File: config.mk
export PLATFORM = sky130hd
export DESIGN_NAME = rsn_wpa_ie_parser_core
export DESIGN_NICKNAME = d
export VERILOG_FILES = /design/src/hw/rtl/rsnwpa_pkg.sv /design/src/hw/rtl/rsn_wpa_ie_parser_core.sv
export SDC_FILE = /design/constraint.sdc
export NUM_CORES = 1
export LEC_CHECK = 0
export BUFFER_PORTS_ARGS = -buffer_cell sky130_fd_sc_hd__buf_2
export CORE_MARGIN = 1
export CORE_UTILIZATION = 30
export DETAILED_ROUTE_END_ITERATION = 7
export PLACE_DENSITY = 0.45
export SLEW_MARGIN = 5
export SYNTH_ARGS = -nofsm -noshare
export SYNTH_HDL_FRONTEND = slang
export SYNTH_SLANG_ARGS = --single-unit
export TNS_END_PERCENT = 100
File: constraint.sdc
create_clock -name clk -period 3.5 [get_ports clk]
set_input_delay 0.525 -clock clk [delete_from_list [all_inputs] [get_ports clk]]
set_output_delay 0.525 -clock clk [all_outputs]
set_load 0.1 [all_outputs]
File: src/hw/rtl/rsnwpa_pkg.sv
// ============================================================================
// RSN/WPA element parser package
// Parse phases, field codes and the suite decoding tables shared by the
// parser core.
// ============================================================================
package rsnwpa_pkg;

    typedef enum logic [3:0] {
        PH_TAG   = 4'd0,
        PH_LEN   = 4'd1,
        PH_OUI   = 4'd2,
        PH_VER   = 4'd3,
        PH_GRP   = 4'd4,
        PH_PCNT  = 4'd5,
        PH_PLIST = 4'd6,
        PH_ACNT  = 4'd7,
        PH_ALIST = 4'd8,
        PH_CAPS  = 4'd9,
        PH_DONE  = 4'd10,
        PH_ERR   = 4'd11
    } phase_t;

    localparam logic [7:0] TAG_RSN    = 8'd48;
    localparam logic [7:0] TAG_VENDOR = 8'd221;

    localparam logic [1:0] PROTO_NONE = 2'd0;
    localparam logic [1:0] PROTO_RSN  = 2'd1;
    localparam logic [1:0] PROTO_WPA  = 2'd2;

    localparam logic [2:0] CIPHER_NONE    = 3'd0;
    localparam logic [2:0] CIPHER_WEP40   = 3'd1;
    localparam logic [2:0] CIPHER_TKIP    = 3'd2;
    localparam logic [2:0] CIPHER_CCMP    = 3'd3;
    localparam logic [2:0] CIPHER_WEP104  = 3'd4;
    localparam logic [2:0] CIPHER_CMAC128 = 3'd5;
    localparam logic [2:0] CIPHER_UNKNOWN = 3'd6;

    localparam logic [2:0] KM_NONE       = 3'd0;
    localparam logic [2:0] KM_IEEE8021X  = 3'd1;
    localparam logic [2:0] KM_PSK        = 3'd2;
    localparam logic [2:0] KM_PSK_SHA256 = 3'd3;
    localparam logic [2:0] KM_SAE        = 3'd4;

    // Vendor OUI 00:50:f2 followed by the WPA element type.
    function automatic logic [7:0] oui_byte(input logic [1:0] idx);
        logic [7:0] r;
        case (idx)
            2'd0:    r = 8'h00;
            2'd1:    r = 8'h50;
            2'd2:    r = 8'hf2;
            default: r = 8'h01;
        endcase
        return r;
    endfunction

    function automatic logic [2:0] cipher_code(input logic [7:0] t);
        logic [2:0] r;
        case (t)
            8'd1:    r = CIPHER_WEP40;
            8'd2:    r = CIPHER_TKIP;
            8'd4:    r = CIPHER_CCMP;
            8'd5:    r = CIPHER_WEP104;
            8'd6:    r = CIPHER_CMAC128;
            default: r = CIPHER_UNKNOWN;
        endcase
        return r;
    endfunction

    function automatic logic [2:0] akm_code(input logic [7:0] t, input logic rsn);
        logic [2:0] r;
        case (t)
            8'd1:    r = KM_IEEE8021X;
            8'd2:    r = KM_PSK;
            8'd6:    r = rsn ? KM_PSK_SHA256 : KM_PSK;
            8'd8:    r = KM_SAE;
            default: r = KM_PSK;
        endcase
        return r;
    endfunction

endpackage

File: src/hw/rtl/rsn_wpa_ie_parser_core.sv
// ============================================================================
// RSN/WPA element parser core
// Parses an RSN or WPA security element one byte per transfer and gives one
// decoded result transfer on the byte marked last.
// ============================================================================
//
//  Channel  Dir  Signals                     Contents
//  s_*      in   tvalid tready tdata tlast   element byte, last-byte mark
//  m_*      out  tvalid tready tdata tuser   decoded fields, error flag
//
// One byte is taken per cycle while the input side does not stall. A byte
// passes an input register, the parse state is then updated from it, and a
// last byte loads the result register. Reset clears the parse state and the
// valid flags of both registers. The input side stalls only when a last byte
// waits while the result register is full and not taken.
module rsn_wpa_ie_parser_core (
    input  logic        clk,
    input  logic        rst_n,
    input  logic        s_tvalid,
    output logic        s_tready,
    input  logic [7:0]  s_tdata,   // ie_byte
    input  logic        s_tlast,   // last_byte
    output logic        m_tvalid,
    input  logic        m_tready,
    output logic [31:0] m_tdata,   // protocol, grp_cipher, pair_cipher,
                                   // key_management, capabilities, zero pad
    output logic        m_tuser    // parse_error
);

    logic        in_valid_reg;
    logic [7:0]  in_byte_reg;
    logic        in_last_reg;

    logic        out_valid_reg;
    logic        out_error_reg;
    logic [26:0] out_fields_reg;

    rsnwpa_pkg::phase_t phase_reg, phase_next;
    logic [8:0]  pos_reg, pos_next;
    logic [8:0]  end_reg, end_next;
    logic        rsn_reg, rsn_next;
    logic [15:0] count_reg, count_next;
    logic [17:0] skip_reg, skip_next;
    logic [7:0]  hold_reg, hold_next;
    logic [1:0]  proto_reg, proto_next;
    logic [2:0]  grp_reg, grp_next;
    logic [2:0]  pair_reg, pair_next;
    logic [2:0]  key_reg, key_next;
    logic [15:0] caps_reg, caps_next;

    logic        advance;
    logic        emit;
    logic        ignore;
    logic [7:0]  b;
    logic [15:0] word;
    logic [17:0] skip_dec;
    logic        result_err;

    assign advance  = in_valid_reg && (!in_last_reg || !out_valid_reg || m_tready);
    assign emit     = advance && in_last_reg;
    assign s_tready = !in_valid_reg || advance;
    assign b        = in_byte_reg;
    assign word     = {b, hold_reg};
    assign skip_dec = (skip_reg != 18'd0) ? skip_reg - 18'd1 : skip_reg;
    assign ignore   = (phase_reg >= rsnwpa_pkg::PH_VER) && (pos_reg >= end_reg);

    always_comb
    begin
        phase_next = phase_reg;
        pos_next   = (pos_reg == 9'd511) ? pos_reg : pos_reg + 9'd1;
        end_next   = end_reg;
        rsn_next   = rsn_reg;
        count_next = count_reg;
        skip_next  = skip_reg;
        hold_next  = hold_reg;
        proto_next = proto_reg;
        grp_next   = grp_reg;
        pair_next  = pair_reg;
        key_next   = key_reg;
        caps_next  = caps_reg;

        if (!ignore)
        begin
            case (phase_reg)
                rsnwpa_pkg::PH_TAG:
                begin
                    skip_next = 18'd0;
                    if (b == rsnwpa_pkg::TAG_RSN)
                    begin
                        rsn_next   = 1'b1;
                        proto_next = rsnwpa_pkg::PROTO_RSN;
                        phase_next = rsnwpa_pkg::PH_LEN;
                    end
                    else if (b == rsnwpa_pkg::TAG_VENDOR)
                    begin
                        rsn_next   = 1'b0;
                        phase_next = rsnwpa_pkg::PH_LEN;
                    end
                    else
                    begin
                        phase_next = rsnwpa_pkg::PH_ERR;
                    end
                end
                rsnwpa_pkg::PH_LEN:
                begin
                    end_next   = {1'b0, b} + 9'd2;
                    skip_next  = 18'd0;
                    phase_next = rsn_reg ? rsnwpa_pkg::PH_VER : rsnwpa_pkg::PH_OUI;
                end
                rsnwpa_pkg::PH_OUI:
                begin
                    if (b != rsnwpa_pkg::oui_byte(skip_reg[1:0]))
                    begin
                        phase_next = rsnwpa_pkg::PH_ERR;
                        skip_next  = 18'd0;
                    end
                    else if (skip_reg[1:0] == 2'd3)
                    begin
                        proto_next = rsnwpa_pkg::PROTO_WPA;
                        phase_next = rsnwpa_pkg::PH_VER;
                        skip_next  = 18'd0;
                    end
                    else
                    begin
                        skip_next = {16'd0, skip_reg[1:0] + 2'd1};
                    end
                end
                rsnwpa_pkg::PH_VER:
                begin
                    if (skip_reg == 18'd1)
                    begin
                        phase_next = rsnwpa_pkg::PH_GRP;
                        skip_next  = 18'd0;
                    end
                    else
                    begin
                        skip_next = 18'd1;
                    end
                end
                rsnwpa_pkg::PH_GRP:
                begin
                    if (skip_reg >= 18'd3)
                    begin
                        grp_next   = rsnwpa_pkg::cipher_code(b);
                        phase_next = rsnwpa_pkg::PH_PCNT;
                        skip_next  = 18'd0;
                    end
                    else
                    begin
                        skip_next = skip_reg + 18'd1;
                    end
                end
                rsnwpa_pkg::PH_PCNT, rsnwpa_pkg::PH_ACNT:
                begin
                    if (skip_reg == 18'd0)
                    begin
                        hold_next = b;
                        skip_next = 18'd1;
                    end
                    else
                    begin
                        count_next = word;
                        if (word == 16'd0)
                        begin
                            skip_next  = 18'd0;
                            phase_next = (phase_reg == rsnwpa_pkg::PH_PCNT) ?
                                         rsnwpa_pkg::PH_ACNT : rsnwpa_pkg::PH_CAPS;
                        end
                        else
                        begin
                            skip_next  = {word, 2'b00};
                            phase_next = (phase_reg == rsnwpa_pkg::PH_PCNT) ?
                                         rsnwpa_pkg::PH_PLIST : rsnwpa_pkg::PH_ALIST;
                        end
                    end
                end
                rsnwpa_pkg::PH_PLIST, rsnwpa_pkg::PH_ALIST:
                begin
                    // The type byte of the first suite is its fourth byte.
                    if ({1'b0, skip_reg} + 19'd3 == {1'b0, count_reg, 2'b00})
                    begin
                        if (phase_reg == rsnwpa_pkg::PH_PLIST)
                            pair_next = rsnwpa_pkg::cipher_code(b);
                        else
                            key_next = rsnwpa_pkg::akm_code(b, rsn_reg);
                    end
                    skip_next = skip_dec;
                    if (skip_dec == 18'd0)
                    begin
                        phase_next = (phase_reg == rsnwpa_pkg::PH_PLIST) ?
                                     rsnwpa_pkg::PH_ACNT : rsnwpa_pkg::PH_CAPS;
                    end
                end
                rsnwpa_pkg::PH_CAPS:
                begin
                    if (skip_reg == 18'd0)
                    begin
                        hold_next = b;
                        skip_next = 18'd1;
                    end
                    else
                    begin
                        caps_next  = word;
                        phase_next = rsnwpa_pkg::PH_DONE;
                        skip_next  = 18'd0;
                    end
                end
                default:
                begin
                end
            endcase
        end
    end

    assign result_err = (phase_next <= rsnwpa_pkg::PH_VER) ||
                        (phase_next >= rsnwpa_pkg::PH_ERR);

    always_ff @(posedge clk or negedge rst_n)
    begin
        if (!rst_n)
        begin
            in_valid_reg <= 1'b0;
        end
        else if (s_tready)
        begin
            in_valid_reg <= s_tvalid;
        end
    end

    always_ff @(posedge clk)
    begin
        if (s_tready && s_tvalid)
        begin
            in_byte_reg <= s_tdata;
            in_last_reg <= s_tlast;
        end
    end

    always_ff @(posedge clk or negedge rst_n)
    begin
        if (!rst_n)
        begin
            phase_reg <= rsnwpa_pkg::PH_TAG;
            pos_reg   <= 9'd0;
            end_reg   <= 9'd0;
            rsn_reg   <= 1'b0;
            count_reg <= 16'd0;
            skip_reg  <= 18'd0;
            hold_reg  <= 8'd0;
            proto_reg <= rsnwpa_pkg::PROTO_NONE;
            grp_reg   <= rsnwpa_pkg::CIPHER_NONE;
            pair_reg  <= rsnwpa_pkg::CIPHER_NONE;
            key_reg   <= rsnwpa_pkg::KM_NONE;
            caps_reg  <= 16'd0;
        end
        else if (emit)
        begin
            phase_reg <= rsnwpa_pkg::PH_TAG;
            pos_reg   <= 9'd0;
            end_reg   <= 9'd0;
            rsn_reg   <= 1'b0;
            count_reg <= 16'd0;
            skip_reg  <= 18'd0;
            hold_reg  <= 8'd0;
            proto_reg <= rsnwpa_pkg::PROTO_NONE;
            grp_reg   <= rsnwpa_pkg::CIPHER_NONE;
            pair_reg  <= rsnwpa_pkg::CIPHER_NONE;
            key_reg   <= rsnwpa_pkg::KM_NONE;
            caps_reg  <= 16'd0;
        end
        else if (advance)
        begin
            phase_reg <= phase_next;
            pos_reg   <= pos_next;
            end_reg   <= end_next;
            rsn_reg   <= rsn_next;
            count_reg <= count_next;
            skip_reg  <= skip_next;
            hold_reg  <= hold_next;
            proto_reg <= proto_next;
            grp_reg   <= grp_next;
            pair_reg  <= pair_next;
            key_reg   <= key_next;
            caps_reg  <= caps_next;
        end
    end

    always_ff @(posedge clk or negedge rst_n)
    begin
        if (!rst_n)
        begin
            out_valid_reg <= 1'b0;
        end
        else if (emit)
        begin
            out_valid_reg <= 1'b1;
        end
        else if (m_tready)
        begin
            out_valid_reg <= 1'b0;
        end
    end

    always_ff @(posedge clk)
    begin
        if (emit)
        begin
            out_error_reg  <= result_err;
            out_fields_reg <= result_err ? 27'd0 :
                              {caps_next, key_next, pair_next, grp_next, proto_next};
        end
    end

    assign m_tvalid = out_valid_reg;
    assign m_tuser  = out_error_reg;
    assign m_tdata  = {5'd0, out_fields_reg};

endmodule
Yosys cells after proc, flatten, opt, wreduce, memory -nomap -nowiden --
Cells that the tools add are included.
Storage, ports and cells: register bits after elaboration 131, latch bits 0, RAM bits 0, bits in read-only memories 0, bits of input ports 13, output and inout port bits 35, logic and storage cells 182, memories 0
Cells by class: add/sub/neg operators 6, multipliers 0, divide/modulo/power cells 0, magnitude comparators 5, equal/unequal tests 27, shift operators 0, mux-type cells 90, bitwise gates (word level) 0, reductions and logical operators 36
Operator list (count):
- 16-bit two-way mux | 10
- 18-bit two-way mux | 7
- 18-bit case mux with 7 select lines | 1
- 4-bit two-way mux | 16
- 9-bit two-way mux | 7
- 8-bit two-way mux | 7
- 3-bit two-way mux | 17
- 18-bit logical NOT | 2
- 4-bit case mux with 8 select lines | 1
- 8-bit by 3-bit == test with 1-bit output, second input constant | 3
- 8-bit case mux with 3 select lines | 1
- 18-bit by 2-bit adder with 19-bit output, second input constant | 1
- 19-bit by 18-bit == test with 1-bit output | 1
- 18-bit by 1-bit adder with 18-bit output, second input constant | 1
- 18-bit by 1-bit == test with 1-bit output, second input constant | 1
- 18-bit by 2-bit >= comparator with 1-bit output, second input constant | 1
- 18-bit nonzero test | 1
- 18-bit by 1-bit subtractor with 18-bit output, second input constant | 1
- 4-bit by 3-bit == test with 1-bit output, second input constant | 4
- 16-bit logical NOT | 1
- 2-bit two-way mux | 8
- 3-bit case mux with 5 select lines | 1
- 2-bit nonzero test | 7
- 1-bit two-way mux | 12
- 34 further kinds | 52

Longest topological paths before layout --
depth after elaboration 10, depth in mapped cells 13

Worst setup path before layout --
No wires, ideal clock.
path type flip-flop to flip-flop, from reg skip_reg[0], to reg out_fields_reg[10] (data pin), setup time 0.263 ns, arrival time 3.083 ns, required time 3.237 ns, path slack 0.153 ns, stages on the path, launching flop included 13, path buffers 2, cell sequence dfrtp_1 clkbuf_1 inv_1 ha_1 or3_1 a221oi_2 nand2_1 a21oi_1 o31ai_1 a21oi_2 xor2_1 buf_2 nor3_2
Between the ends: word-level cells in the longest chain between the ends 10
RTL lines:
- start: declaration | line rsn_wpa_ie_parser_core.sv:43 | logic [17:0] skip_reg, skip_next;
- start signal: assignment | line rsn_wpa_ie_parser_core.sv:278 | skip_reg <= skip_next;
- parallel branches: the longest is 10 deep, another holds 18-bit by 1-bit subtractor with 18-bit output
- end signal: assignment | line rsn_wpa_ie_parser_core.sv:309 | out_fields_reg <= result_err ? 27'd0 :
- end: declaration | line rsn_wpa_ie_parser_core.sv:36 | logic [26:0] out_fields_reg;
Several ways; the timed one is not identified. The select of a mux whose other input is x is not followed. A chain may end at the register's enable or synchronous reset.

Worst setup path after layout --
from reg skip_reg[4], to reg out_fields_reg[24] (data pin)
Between the ends: word-level cells in the longest chain between the ends 8
RTL lines:
- 18-bit by 1-bit subtractor with 18-bit output / 18-bit nonzero test (equally long branches) | line rsn_wpa_ie_parser_core.sv:64 | assign skip_dec = (skip_reg != 18'd0) ? skip_reg - 18'd1 : skip_reg;
- 18-bit two-way mux | line rsn_wpa_ie_parser_core.sv:64
- 18-bit logical NOT | line rsn_wpa_ie_parser_core.sv:188 | if (skip_dec == 18'd0)
- 4-bit two-way mux | line rsn_wpa_ie_parser_core.sv:188
- 4-bit case mux with 8 select lines | line rsn_wpa_ie_parser_core.sv:84 | case (phase_reg)
- 4-bit two-way mux | line rsn_wpa_ie_parser_core.sv:82 | if (!ignore)
- 4-bit by 2-bit <= comparator with 1-bit output / 4-bit >= comparator (equally long branches) | line rsn_wpa_ie_parser_core.sv:215, rsn_wpa_ie_parser_core.sv:216
- 1-bit logical OR | line rsn_wpa_ie_parser_core.sv:215 | assign result_err = (phase_next <= rsnwpa_pkg::PH_VER) ||
Parallel ways exist; a longest one is shown, timed or not.

==> impl_metrics.ini <==
[detailed_routing]
vias = 6875
viasPerCell = 5.30
first_pass_iters = 5
wl_per_cell_um = 20.0
wl_um = 25900
ant_nets = 0
first_iter_violations = 445
drc = 0

[sta]
finalSetupViolations = 0
maxSlewViolCount = 0
rsz0062_at_grt = false
fmax_mhz = 300
layout_min_cycle_time_ns = 3.33
slew-limit-headroom_pct = 45.8
finalSetupTns_ns = 0
tightest_slew_ns = 0.813
hold_viol = 0
fin_worst_skew_ns = 0.0128
period_share_pct = 95.2

[cts]
clock_path_buffers = 2
cts_tree = built
root_buffer = clkbuf_16
clk_latency_ns = 0.43
cts-hold-fix-buffers = 0
clkTransAtPathRegs_ns = 0.07
numCtsBuffers = 17
clock_sinks = 131
cts_max_level = 4

[placement]
io_buffers = 42
hpwlAfterDp_um = 18500
dpl.cell_count = 1262
gp_congestion = 0.854

[setup_path]
critPathKind = flop to flop
worstPathRequired_ns = 3.68
startpoint_type = flop
cp_slowest_stage_delay_ns = 0.60
cp_num_buf_inv = 1
crit_family = simple AND/OR/NAND/NOR gates
path_cells = or4_1 -> o31a_1 -> a21oi_2 -> nand3_1 -> nor4_2 -> nand4b_1 -> a2111oi_4 -> buf_12 -> nor3_2
arrival_ns = 3.51
path_max_fanout = 20
cp_slowest_cell = or4_1
end_kind = flop
cp.depth = 9
r2r_cells = 9

[layout]
area_growth_pct = 19.3
drive_gt1_share_pct = 22.3
diodes = 0
largest_register_ffs = 27
stdcell_count = 1297
fill_cells = 2763
fin_nets = 973

[floorplanning]
ioPinCount = 48
die-area_um2 = 27900
die_w_um = 167
die_h_um = 167
coreArea_um2 = 26900
fp-row-count = 60
start_util_pct = 30.4

[grt]
grt-ovfl-total = 0
antenna_found_initial = 0
grt_pass1_vias = 6807
grt_pass1_wl_um = 41000
grt_max_degree = 60
grt_usage_pct = 19.0

[synth]
synth_ff_type = dfrtp_1
syn_area_um2 = 8180
yosysTopAreaCell = dfrtp_1
synth_edf_count = 37
synth-seq-cells = 131
yosys_warnings = 0
yosysUniqueCellTypes = 79
ys_async_sr_fraction_pct = 71.8
synth.avg_cell_area_um2 = 9.52
synth_top_area_share_pct = 28.8
seq_area_frac_synth_pct = 42.3
netlist_instances = 859
yosysMostFrequentCell = dfrtp_1
yosys-top-cells-count = dfrtp_1 (94), nand2_1 (73), nor2_1 (72)
synth_area_leaders = dfrtp_1 (29%), edfxtp_1 (14%), mux2i_1 (5.4%), nand2_1 (3.3%), nor2_1 (3.3%)

[power_and_ir_drop]
ir_drop_mv = 0.361
power_density_nw_per_um2 = 855
p_leak_nw = 4.01

[job]
max-cap-violations = 0

[run_status]
outcome = finished clean

[min_path]
hold_class = primary input to asynchronous set/reset pin
where the power goes:
group	leakage, nW	switching [mW]	internal, mW	total [mW]
sequential	1.64	0.261	1.81	2.07
combinational	2.07	2.73	1.60	4.32
clock	0.303	0.805	1.14	1.95
total	4.01	3.79	4.55	8.35
path summary, 6_finish.rpt:
check,start,endpoint,slack (ns)
setup / recovery,skip_reg[4]$_DFFE_PN0P_,out_fields_reg[24]$_SDFFCE_PP0P_,0.17
hold / removal,rst_n,pos_reg[4]$_DFFE_PN0P_,0.12
setup reg to reg,skip_reg[4]$_DFFE_PN0P_,out_fields_reg[24]$_SDFFCE_PP0P_,0.17
hold reg to reg,proto_reg[0]$_DFFE_PN0P_,proto_reg[0]$_DFFE_PN0P_,0.48
max in group asynchronous,rst_n,key_reg[0]$_DFFE_PN0P_,2.55
min in group clk,s_tdata[2],b[2]$_DFFE_PP_,0.27
cell families (layout without fill, tap and decap cells):
kind of cell | count (synthesis) | in the layout | synth area share, %
AND/OR/NAND/NOR | 336 | 336 | 22.6
AO/OA/AOI/OAI | 186 | 186 | 15.7
flip-flops | 131 | 131 | 42.3
adder cells (fa/ha/maj) | 17 | 17 | 2.60
buffers and inverters | 99 | 192 | 6.53
multiplexers | 45 | 45 | 5.52
XOR/XNOR | 44 | 44 | 4.71
other | 1 | 5 | 0.0458
stage by stage:
step / hold WS (ns) / total power [mW] / setup slack [ns] / instance area, µm² / util, %
after floorplan: 0.229 / 4.87 / 0.153 / 8200 / -
after global placement: 0.461 / 6.36 / -0.0877 / 9100 / 33.9
after detailed placement: 0.462 / 6.35 / -0.142 / 9100 / 33.9
after CTS: 0.166 / 8.32 / 0.0958 / 9720 / 36.2
after global routing: 0.180 / 8.86 / 0.00909 / 9760 / 36.3
final: 0.119 / 8.35 / 0.167 / 9760 / 36.3
cell usage in the layout, fill, tap and decap left out, drive strengths merged, types with 7 or more instances in the layout:
cell / synthesis / layout
buf: 34 / 129
dfrtp: 94 / 94
nand2: 73 / 73
nor2: 72 / 72
mux2i: 44 / 44
o21ai: 43 / 43
nor3: 43 / 43
a21oi: 38 / 38
edfxtp: 37 / 37
inv: 29 / 37
nand3: 34 / 34
xnor2: 28 / 28
nor4: 23 / 23
o31ai: 19 / 19
a22o: 17 / 17
clkbuf: 33 / 17
ha: 17 / 17
nand4: 16 / 16
xor2: 16 / 16
and3: 13 / 13
a211oi: 9 / 9
or4: 9 / 9
or3: 8 / 8
nand2b: 7 / 7
or2: 7 / 7
o211ai: 7 / 7
and2: 7 / 7
cell type report:
cell class                 instances  area (µm²)  share of cell area (%)
tap                              341         427                    4.37
clock buffer                      17         425                    4.36
inverter                          31         116                    1.19
timing repair buffer             129         891                    9.13
sequential                       131        3460                    35.5
multi-input combinational        633        4240                    43.5
clock inverter                    15         195                    2.00
repair_timing:
| item | CTS | global route |
|---|---|---|
| buffers inserted | 0 | 3 |
| gates resized for setup | 2 | 4 |
| setup endpoints to repair | 4 | 27 |
per-layer routing:
| layer | up-vias | wire length [µm] | track usage (%) | share of wire (%) |
|---|---|---|---|---|
| met5 | - | 0 | 0 | 0 |
| met1 | 3416 | 12700 | 26.4 | 49 |
| met4 | 0 | 426 | 5.27 | 1.6 |
| li1 | 3306 | - | - | - |
| met3 | 28 | 697 | 2.65 | 2.7 |
| met2 | 125 | 12100 | 31.0 | 47 |
Power figures use the tool's default switching activity.
